<file path="config.mk">
export PLATFORM = sky130hd
export DESIGN_NAME = tpbt_ctrl
export DESIGN_NICKNAME = d
export VERILOG_FILES = /design/src/tpbt_pkg.sv /design/src/tpbt_ctrl.sv
export SDC_FILE = /design/constraint.sdc
export NUM_CORES = 1
export LEC_CHECK = 0
export ABC_AREA = 1
export BUFFER_PORTS_ARGS = -buffer_cell sky130_fd_sc_hd__buf_2
export CORE_AREA = 2 2 39 41
export DETAILED_ROUTE_END_ITERATION = 7
export DIE_AREA = 0 0 41 43
export MAX_ROUTING_LAYER = met4
export PLACE_DENSITY = 0.43
export SYNTH_ARGS = -nofsm -noshare
export SYNTH_HDL_FRONTEND = slang
export SYNTH_SLANG_ARGS = --single-unit
</file>
<file path="constraint.sdc">
create_clock -name clk -period 1.3 [get_ports clk]
set_input_delay 0.13 -clock clk [delete_from_list [all_inputs] [get_ports clk]]
set_output_delay 0.13 -clock clk [all_outputs]
set_load 0.02 [all_outputs]
</file>
<file path="src/tpbt_pkg.sv">
// Shared types, codes and defaults for the tagged pointer bounds table.
`default_nettype none
package tpbt_pkg;

  localparam int unsigned TableEntriesDefault = 256;
  localparam int unsigned TagShiftDefault     = 48;

  localparam int unsigned PtrW  = 64;
  localparam int unsigned AddrW = 48;

  typedef enum logic [1:0] {
    OP_ALLOC   = 2'd0,
    OP_FREE    = 2'd1,
    OP_REALLOC = 2'd2,
    OP_CHECK   = 2'd3
  } opcode_t;

  typedef enum logic [2:0] {
    ST_OK        = 3'd0,
    ST_FULL      = 3'd1,
    ST_UNTAGGED  = 3'd2,
    ST_RANGE     = 3'd3,
    ST_NOT_INUSE = 3'd4
  } status_t;

  // Controller to datapath commands.
  typedef struct packed {
    logic capture;   // latch the accepted word
    logic mem_read;  // read the table at the selected slot
    logic execute;   // evaluate, update state, load the result register
  } dp_cmd_t;

endpackage
`default_nettype wire

</file>
<file path="src/tpbt_ctrl.sv">
// Controller state machine: accept, table read, execute, result handshake.
`default_nettype none
module tpbt_ctrl (
  input  wire logic             clk,
  input  wire logic             rst,
  input  wire logic             in_valid,
  output logic                  in_ready,
  output logic                  out_valid,
  input  wire logic             out_ready,
  output tpbt_pkg::dp_cmd_t     cmd
);
  import tpbt_pkg::*;

  typedef enum logic [2:0] {
    S_IDLE = 3'b001,
    S_READ = 3'b010,
    S_EXEC = 3'b100
  } state_t;

  state_t state, state_next;
  logic   out_free;

  assign in_ready = (state == S_IDLE);
  assign out_free = !out_valid || out_ready;

  always_comb begin
    state_next   = state;
    cmd.capture  = 1'b0;
    cmd.mem_read = 1'b0;
    cmd.execute  = 1'b0;
    unique case (state)
      S_IDLE: begin
        if (in_valid) begin
          cmd.capture = 1'b1;
          state_next  = S_READ;
        end
      end
      S_READ: begin
        cmd.mem_read = 1'b1;
        state_next   = S_EXEC;
      end
      S_EXEC: begin
        // hold until the result register is free
        if (out_free) begin
          cmd.execute = 1'b1;
          state_next  = S_IDLE;
        end
      end
      default: state_next = S_IDLE;
    endcase
  end

  always_ff @(posedge clk) begin
    if (rst) begin
      state     <= S_IDLE;
      out_valid <= 1'b0;
    end else begin
      state <= state_next;
      if (cmd.execute) begin
        out_valid <= 1'b1;
      end else if (out_ready) begin
        out_valid <= 1'b0;
      end
    end
  end

endmodule
`default_nettype wire

</file>
==> results of run 1 <==
layer usage:
layer / track usage, % / up-vias / wire length (µm)
met5: - / - / 0
met4: 6.00 / 0 / 14
met3: 6.28 / 2 / 55
met2: 5.00 / 14 / 137
met1: 6.75 / 68 / 175
li1: - / 107 / -
synthesized netlist by cell type:
library cell and number:
buf_4 1, inv_1 8, nand3_1 1, dfxtp_1 4
nor3_1 1, a21oi_1 2, nand3_2 1, nor2_1 6
nand2_1 5, nor2_4 1
state kept, by name (all words and copies together) (netlist names):
| register | cells |
|---|---|
| out_valid | 1 |
| state | 3 |
logic make-up after synthesis:
logic type	share of synthesized area [%]
flops	40.0
compound gates	5.00
buf+inv	18.8
simple gates	36.2
stage by stage:
| step | util [%] | total power, mW | setup WS [ns] |
|---|---|---|---|
| floorplan | - | 0.182 | 0.371 |
| global placement | 18.3 | 0.203 | 0.403 |
| detailed placement | 18.3 | 0.203 | 0.398 |
| CTS | 19.9 | 0.357 | 0.146 |
| global route | 19.9 | 0.377 | 0.0853 |
| finish | 19.9 | 0.348 | 0.155 |
path summary, 6_finish.rpt:
check / cells after the start / end
max: 4 / cmd[0]
min: 2 / out_valid
max reg2reg: 6 / state[0]
min reg2reg: 2 / out_valid
worst register-to-register path, delay by kind of cell, from the launching register on:
family                 cells  cell delay [ns]
buffers and inverters      1             0.04
AND/OR/NAND/NOR            5             0.36
flip-flops                 1             0.32
cell type report:
cell class / count / area, µm² / area share [%]
Clock buffer: 3 / 22.5 / 8.18
Sequential cell: 4 / 80.1 / 29.1
Inverter: 8 / 30.0 / 10.9
Multi-Input combinational cell: 17 / 82.6 / 30.0
Timing Repair Buffer: 8 / 40.0 / 14.5
Tap cell: 16 / 20.0 / 7.27
report_power, final:
| part | internal, mW | leakage (nW) | switching (mW) |
|---|---|---|---|
| Clock | 0.103 | 0.0138 | 0.0451 |
| Combinational | 0.0229 | 0.104 | 0.0415 |
| Sequential | 0.131 | 0.0327 | 0.00548 |
==> results by group, run 1 <==
Hold path
  – Hold path start: rst
  – Hold Path Class: primary input to flop

Synthesis
  – Post-synthesis instance total: 30
  – Synthesized Nets: 34
  – Yosys reg bits: 4
  – Mean Syn Cell Area: 6.67 µm²
  – Synth top area share: 40.0%
  – Register area share after synthesis: 40.0%
  – Mapped Area: 200 µm²
  – Leading area contributor after synthesis: dfxtp_1
  – Synth warnings: 0
  – Synth unique cells: 10
  – Ranking of synthesized cells by area: dfxtp_1, inv_1, nor2_1

Timing
  – Fmax: 874 MHz
  – Crit share post-route: 88.0%
  – Pins Over Slew Limit: 0
  – Layout Skew: 0.00213 ns
  – Setup violators final: 0
  – RSZ-0062 raised after global routing: no
  – Setup TNS: 0 ns
  – Period minus WS final: 1.14 ns
  – Relative slew slack: 91.1%
  – Slew @ Worst Pin: 0.132 ns
  – WHS: 0.115 ns
  – Final Hold Fails: 0

Cells and area
  – Ant diodes: 0
  – Layout cells sized above 1: 32.5%
  – Final Net Count: 46
  – Area Growth Syn to Fin: 37.5%
  – Fin cells: 56
  – Most frequent cells in the layout: inv_1, buf_2, nor2_1
  – # fillers: 150
  – Finished layout cell area: 275 µm²

Routing
  – Routed WL: 382 µm
  – DRT antenna net count: 0
  – Drc violations: 0
  – Via count: 191
  – Vias per cell: 3.41
  – Drt wl/cell: 6.82 µm
  – DRT iter0 DRCs: 27
  – Drt pass-1 iters: 4

Run
  – Max Cap Viol: 0

Critical path
  – R2R setup slack: 0.48 ns
  – CP top delay family: flip-flops
  – CP Cell Sequence: nor2_1 > nand2_1 > nor2_1 > buf_2
  – Crit path launch type: flop
  – WP data arrival: 1.01 ns
  – CP Launch Point: state[0]
  – Critical path's slowest cell: dfxtp_1
  – Crit path capture type: output pin
  – Data required time of the worst path: 1.17 ns
  – Crit-path max cell delay: 0.32 ns
  – CP max FO: 3
  – RR Startpoint: state[2]
  – Crit Path Category: flop to output pin
  – CP dominant cell by count: nor2_1
  – Crit path buf inv count: 1

GRT
  – GR Util All Layers: 5.97%
  – First-pass GRT wire length: 579 µm
  – Number of global-route vias before repair: 156
  – Initial antenna violation count: 0
  – Remaining Overflow, GRT: 0
  – Largest net degree at the start of global routing: 6

Power
  – Lkg Pwr: 0.151 nW
  – Power Density: 1270 nW/µm²
  – Peak supply drop: 490 µV

Floorplanning
  – Die ar.: 1760 µm²
  – Row Count: 14
  – Chip Width: 41 µm
  – Die Span Y: 43 µm
  – Starting Density: 14.5%
  – I/O Pins: 9
  – Core Region: 1380 µm²

Clock network
  – CTS tree: yes
  – Clk_lat worst skew: 0.23 ns
  – Post-CTS Setup Bufs: 0
  – Total CTS buffers: 3
  – Post-CTS Hold Fix Bufs: 0
  – CTS H-tree lvls: 1
  – Max Root-Sink Buffers: 2
  – Worst-path clk slew: 0.04 ns
  – CTS Root Buffer Type: clkbuf_4
  – CTS Sinks: 4
  – Cts repair resizes: 0

Placement
  – Placed instance area: 253 µm²
  – Port Buf Inserts: 8
  – Final Wtd Congestion: 0.660
  – Post-DP HPWL: 298 µm
  – Placed cells: 53

Run status
  – Outcome: completed
Power figures use the tool's default switching activity.
==> inputs of run 2 (changes only) <==
CORE_AREA = 8 8 45 47   (was 2 2 39 41)
DIE_AREA = 0 0 53 55   (was 0 0 41 43)
==> run 2 against run 1 <==
Critical path type unchanged; worst setup slack got worse by 0.013 ns; highest routed layer unchanged; clock power hardly changed; wire length up 16%; first-iteration DRC count down 74%; combinational power increased by 0.6%; register-to-register slack barely moved.
==> results by group, run 2 (synthesized netlist as in run 1, its figures left out) <==
Timing
  – Pins Over Slew Limit: 0 (unchanged)
  – Setup violators final: 0 (unchanged)
  – Setup TNS: 0 ns (unchanged)
  – Fmax: 864 MHz (-1.1%)
  – Final Hold Fails: 0 (unchanged)
  – RSZ-0062 raised after global routing: no
  – Slew @ Worst Pin: 0.132 ns (-0.000705 ns)
  – Relative slew slack: 91.2% (about the same)
  – Crit share post-route: 89.0% (+0.99 points)
  – Layout Skew: 0.000731 ns (-0.00139 ns)
  – WHS: 0.116 ns (+0.000209 ns)
  – Period minus WS final: 1.16 ns (+0.0129 ns)

Hold path
  – Hold path start: rst
  – WHS Endpoint: out_valid
  – Hold Path Class: primary input to flop
  – Hold Path Stages: 2 (unchanged)

Cells and area
  – Final Net Count: 46 (unchanged)
  – Fin cells: 56 (unchanged)
  – Ant diodes: 0 (unchanged)
  – Most frequent cells in the layout: inv_1, buf_2, nor2_1
  – Max reg flops: 3 (unchanged)
  – Layout cells sized above 1: 32.5% (unchanged)
  – Area Growth Syn to Fin: 37.5% (unchanged)
  – Biggest register: state
  – Top flop regs: state (3), out_valid (1)

Routing
  – Via count: 194 (+1.6%)
  – Drt pass-1 iters: 4 (unchanged)
  – Drt wl/cell: 7.89 µm (+16%)
  – Vias per cell: 3.46 (+1.6%)
  – DRT antenna net count: 0 (unchanged)
  – Routed WL: 442 µm (+16%)
  – Drc violations: 0 (unchanged)
  – DRT iter0 DRCs: 7 (-74%)

Floorplanning
  – Chip Width: 53 µm (+29%)
  – Die ar.: 2920 µm² (+65%)
  – Core Region: 1380 µm² (unchanged)
  – Row Count: 14 (unchanged)
  – I/O Pins: 9 (unchanged)
  – Starting Density: 14.5% (unchanged)
  – Die Span Y: 55 µm (+28%)

Critical path
  – Crit path capture type: output pin
  – CP Cell Sequence: nor2_1 > nand2_1 > nor2_1 > buf_2
  – Data required time of the worst path: 1.17 ns (about the same)
  – Crit path launch type: flop
  – R2R setup slack: 0.48 ns (about the same)
  – CP dominant cell by count: nor2_1
  – Critical path's slowest cell: dfxtp_1
  – Crit Path Category: flop to output pin
  – WP data arrival: 1.03 ns (+0.02 ns)
  – R2R depth: 4 (-2)
  – RR Startpoint: state[0]
  – Crit-path max cell delay: 0.32 ns (about the same)
  – FF-to-FF End: state[0]
  – CP max FO: 3 (unchanged)

Run
  – Max Cap Viol: 0 (unchanged)

Clock network
  – Cts repair resizes: 0 (unchanged)
  – CTS tree: yes
  – Clk_lat worst skew: 0.23 ns (about the same)
  – Worst-path clk slew: 0.04 ns (about the same)
  – Max Root-Sink Buffers: 2 (unchanged)
  – CTS Sinks: 4 (unchanged)
  – CTS Root Buffer Type: clkbuf_4
  – Total CTS buffers: 3 (unchanged)
  – Post-CTS Hold Fix Bufs: 0 (unchanged)
  – Post-CTS Setup Bufs: 0 (unchanged)
  – CTS H-tree lvls: 1 (unchanged)

Power
  – Pwr Total: 352 µW (+0.97%)
  – Peak supply drop: 530 µV (+8.1%)
  – Power Density: 1280 nW/µm² (+0.97%)
  – Lkg Pwr: 0.151 nW (unchanged)

GRT
  – Remaining Overflow, GRT: 0 (unchanged)
  – Number of global-route vias before repair: 162 (+3.8%)
  – Initial antenna violation count: 0 (unchanged)
  – GR Util All Layers: 3.55% (-2.4 points)
  – Largest net degree at the start of global routing: 6 (unchanged)
  – First-pass GRT wire length: 621 µm (+7.3%)

Placement
  – Final Wtd Congestion: 0.691 (+4.7%)
  – Post-DP HPWL: 345 µm (+16%)
  – Placed cells: 53 (unchanged)
  – Port Buf Inserts: 8 (unchanged)

Run status
  – Outcome: completed
[run 2: cell counts in the layout (fill, tap and decap cells not counted)]
Identical to the previous run, type by type.
[run 2: worst max-delay path: cells and delay by family (launching register included)]
kind / cells / cell delay [ns]
AND/OR/NAND/NOR: 3 / 0.31
buffers and inverters: 1 / 0.16
flip-flops: 1 / 0.32
[run 2: per-layer routing]
layer,track usage (%),wire length (µm)
met5,-,0
met4,5.17,30
met3,3.74,62
met2,2.93,133
met1,3.35,215
[run 2: area by class of cell]
class / count / area (µm²)
sequential: 4 / 80.1
timing repair buffer: 8 / 40.0
multi-input combinational: 17 / 82.6
clock buffer: 3 / 22.5
inverter: 8 / 30.0
fill: 160 / 1110
tap: 16 / 20.0
[run 2: worst max path at each step]
stage                     startpoint      to  slack (ns)  cells past startpoint
final                       state[0]  cmd[0]        0.14                      4
after global routing        state[0]  cmd[0]         0.1                      4
after CTS                   state[0]  cmd[0]        0.14                      4
after detailed placement    state[0]  cmd[0]        0.40                      4
after global placement      state[0]  cmd[0]        0.40                      4
after floorplan            out_valid  cmd[0]        0.37                      3
[run 2: where the power goes]
part | internal (mW) | leakage, nW | switching (mW) | total, mW
registers | 0.131 | 0.0327 | 0.00563 | 0.136
logic | 0.0229 | 0.104 | 0.0419 | 0.0648
clock network | 0.103 | 0.0138 | 0.0477 | 0.151
[run 2: through the flow]
| step | cell area, µm² | worst slack, ns | utilization (%) |
|---|---|---|---|
| after CTS | 275 | 0.140 | 19.9 |
| after floorplan | 200 | 0.371 | - |
| after global routing | 275 | 0.0962 | 19.9 |
| after detailed placement | 253 | 0.398 | 18.3 |
| final | 275 | 0.143 | 19.9 |
| after global placement | 253 | 0.396 | 18.3 |
==> inputs of run 3 (changes only) <==
CTS_BUF_LIST = sky130_fd_sc_hd__clkbuf_16   (was not set)
CTS_CLUSTER_DIAMETER = 60   (was not set)
==> run 3 against run 2 <==
Count of clock-buffer cells in the layout unchanged; critical endpoint unchanged; via count increased by 1.0%; fmax increased by 1.2%; first-iteration DRC count decreased by 14%; final cell count unchanged; core utilization increased by 3.8 points; sequential power about the same; largest power group unchanged; sequential share of layout area decreased by 4.7 points; non-clock buffer count unchanged; wire length increased by 5.7%; power increased by 92%.
==> results by group, run 3 (synthesized netlist as in run 1, its figures left out) <==
GRT
  – Initial antenna violation count: 0 (unchanged)
  – First-pass GRT wire length: 683 µm (+10%)
  – GR Util All Layers: 4.34% (+0.79 points)
  – Number of global-route vias before repair: 177 (+9.3%)
  – Remaining Overflow, GRT: 0 (unchanged)
  – Largest net degree at the start of global routing: 6 (unchanged)

Timing
  – Setup TNS: 0 ns (unchanged)
  – Crit share post-route: 88.0% (-1.0 points)
  – Slew @ Worst Pin: 0.135 ns (+0.00355 ns)
  – Setup violators final: 0 (unchanged)
  – Relative slew slack: 90.9% (-0.27 points)
  – Pins Over Slew Limit: 0 (unchanged)
  – Period minus WS final: 1.14 ns (-0.0135 ns)
  – Layout Skew: 0.00157 ns (+0.000838 ns)
  – Fmax: 874 MHz (+1.2%)
  – WHS: 0.124 ns (+0.00803 ns)
  – Final Hold Fails: 0 (unchanged)
  – RSZ-0062 raised after global routing: no

Clock network
  – Post-CTS Hold Fix Bufs: 0 (unchanged)
  – Post-CTS Setup Bufs: 0 (unchanged)
  – Cts repair resizes: 0 (unchanged)
  – Total CTS buffers: 3 (unchanged)
  – CTS Sinks: 4 (unchanged)
  – Max Root-Sink Buffers: 2 (unchanged)
  – CTS H-tree lvls: 1 (unchanged)
  – Clk_lat worst skew: 0.22 ns (about the same)
  – CTS tree: yes
  – CTS Root Buffer Type: clkbuf_16
  – Worst-path clk slew: 0.03 ns (about the same)

Cells and area
  – Fin cells: 56 (unchanged)
  – Layout cells sized above 1: 32.5% (unchanged)
  – Final core utilization: 23.7% (+3.8 points)
  – Biggest register: state
  – Max reg flops: 3 (unchanged)
  – Ant diodes: 0 (unchanged)
  – Area Growth Syn to Fin: 63.7%
  – Final Net Count: 46 (unchanged)
  – Most frequent cells in the layout: inv_1, buf_2, nor2_1
  – Top flop regs: state (3), out_valid (1)

Routing
  – Routed WL: 467 µm (+5.7%)
  – Via count: 196 (+1.0%)
  – Drc violations: 0 (unchanged)
  – DRT antenna net count: 0 (unchanged)
  – Vias per cell: 3.50 (+1.0%)
  – Drt wl/cell: 8.34 µm (+5.7%)
  – Drt pass-1 iters: 4 (unchanged)
  – DRT iter0 DRCs: 6 (-1)

Critical path
  – R2R setup slack: 0.48 ns (about the same)
  – CP max FO: 3 (unchanged)
  – Crit path launch type: flop
  – R2R depth: 4 (unchanged)
  – CP Cell Sequence: nor2_1 > nand2_1 > nor2_1 > buf_2
  – Crit Path Category: flop to output pin
  – Crit path buf inv count: 1 (unchanged)
  – Crit path capture type: output pin
  – Data required time of the worst path: 1.17 ns (about the same)
  – Crit-path max cell delay: 0.32 ns (about the same)
  – CP dominant cell by count: nor2_1
  – WP data arrival: 1.01 ns (-0.02 ns)
  – CP top delay family: flip-flops
  – RR Startpoint: state[0]
  – FF-to-FF End: state[0]
  – Critical path's slowest cell: dfxtp_1

Power
  – Lkg Pwr: 0.174 nW (+15%)
  – Power Density: 2060 nW/µm² (+61%)
  – Peak supply drop: 824 µV (+55%)

Hold path
  – Hold Path Stages: 2 (unchanged)
  – Hold path start: rst
  – Hold Path Class: primary input to flop
  – WHS Endpoint: state[2]

Run
  – Max Cap Viol: 0 (unchanged)

Floorplanning
  – Row Count: 14 (unchanged)
  – Chip Width: 53 µm (unchanged)
  – Starting Density: 14.5% (unchanged)
  – Die Span Y: 55 µm (unchanged)
  – Core Region: 1380 µm² (unchanged)
  – Die ar.: 2920 µm² (unchanged)
  – I/O Pins: 9 (unchanged)

Placement
  – Final Wtd Congestion: 0.691 (unchanged)
  – Placed cells: 53 (unchanged)
  – Port Buf Inserts: 8 (unchanged)
  – Post-DP HPWL: 345 µm (unchanged)

Run status
  – Outcome: completed
[run 3: how the worst max path moves through the flow]
stage                   start      to  cells past startpoint
floorplan           out_valid  cmd[0]                      3
global placement     state[0]  cmd[0]                      4
detailed placement   state[0]  cmd[0]                      4
CTS                  state[0]  cmd[0]                      4
global route         state[0]  cmd[0]                      4
finish               state[0]  cmd[0]                      4
[run 3: through the flow]
step | worst slack [ns] | instance area (µm²) | total power, mW
final | 0.156 | 328 | 0.675
after global routing | 0.118 | 328 | 0.706
after CTS | 0.158 | 328 | 0.689
after detailed placement | 0.398 | 253 | 0.203
after global placement | 0.396 | 253 | 0.203
after floorplan | 0.371 | 200 | 0.182
[run 3: metal layers]
metal  part of all wire (%)  track usage [%]
met2                     28             3.32
met5                      0                -
met3                     17             3.74
met1                     43             3.35
met4                     12             10.3
[run 3: worst reg2reg max path, stage by stage (launching register included)]
cell and delay [ns]:
dfxtp_1 0.32, nor2_1 0.15, nand3_1 0.11, nand2_1 0.08, nand2_1 0.05
[run 3: report_power, final]
part           internal [mW]  switching, mW
clock network          0.392         0.0815
logic                 0.0229         0.0419
registers              0.131        0.00571
total                  0.546          0.129
[run 3: area by class of cell]
| type | instances | area (µm²) |
|---|---|---|
| Timing Repair Buffer | 8 | 40.0 |
| Multi-Input combinational cell | 17 | 82.6 |
| Tap cell | 16 | 20.0 |
| Fill cell | 158 | 1060 |
| Clock buffer | 3 | 75.1 |
| Inverter | 8 | 30.0 |
| Sequential cell | 4 | 80.1 |
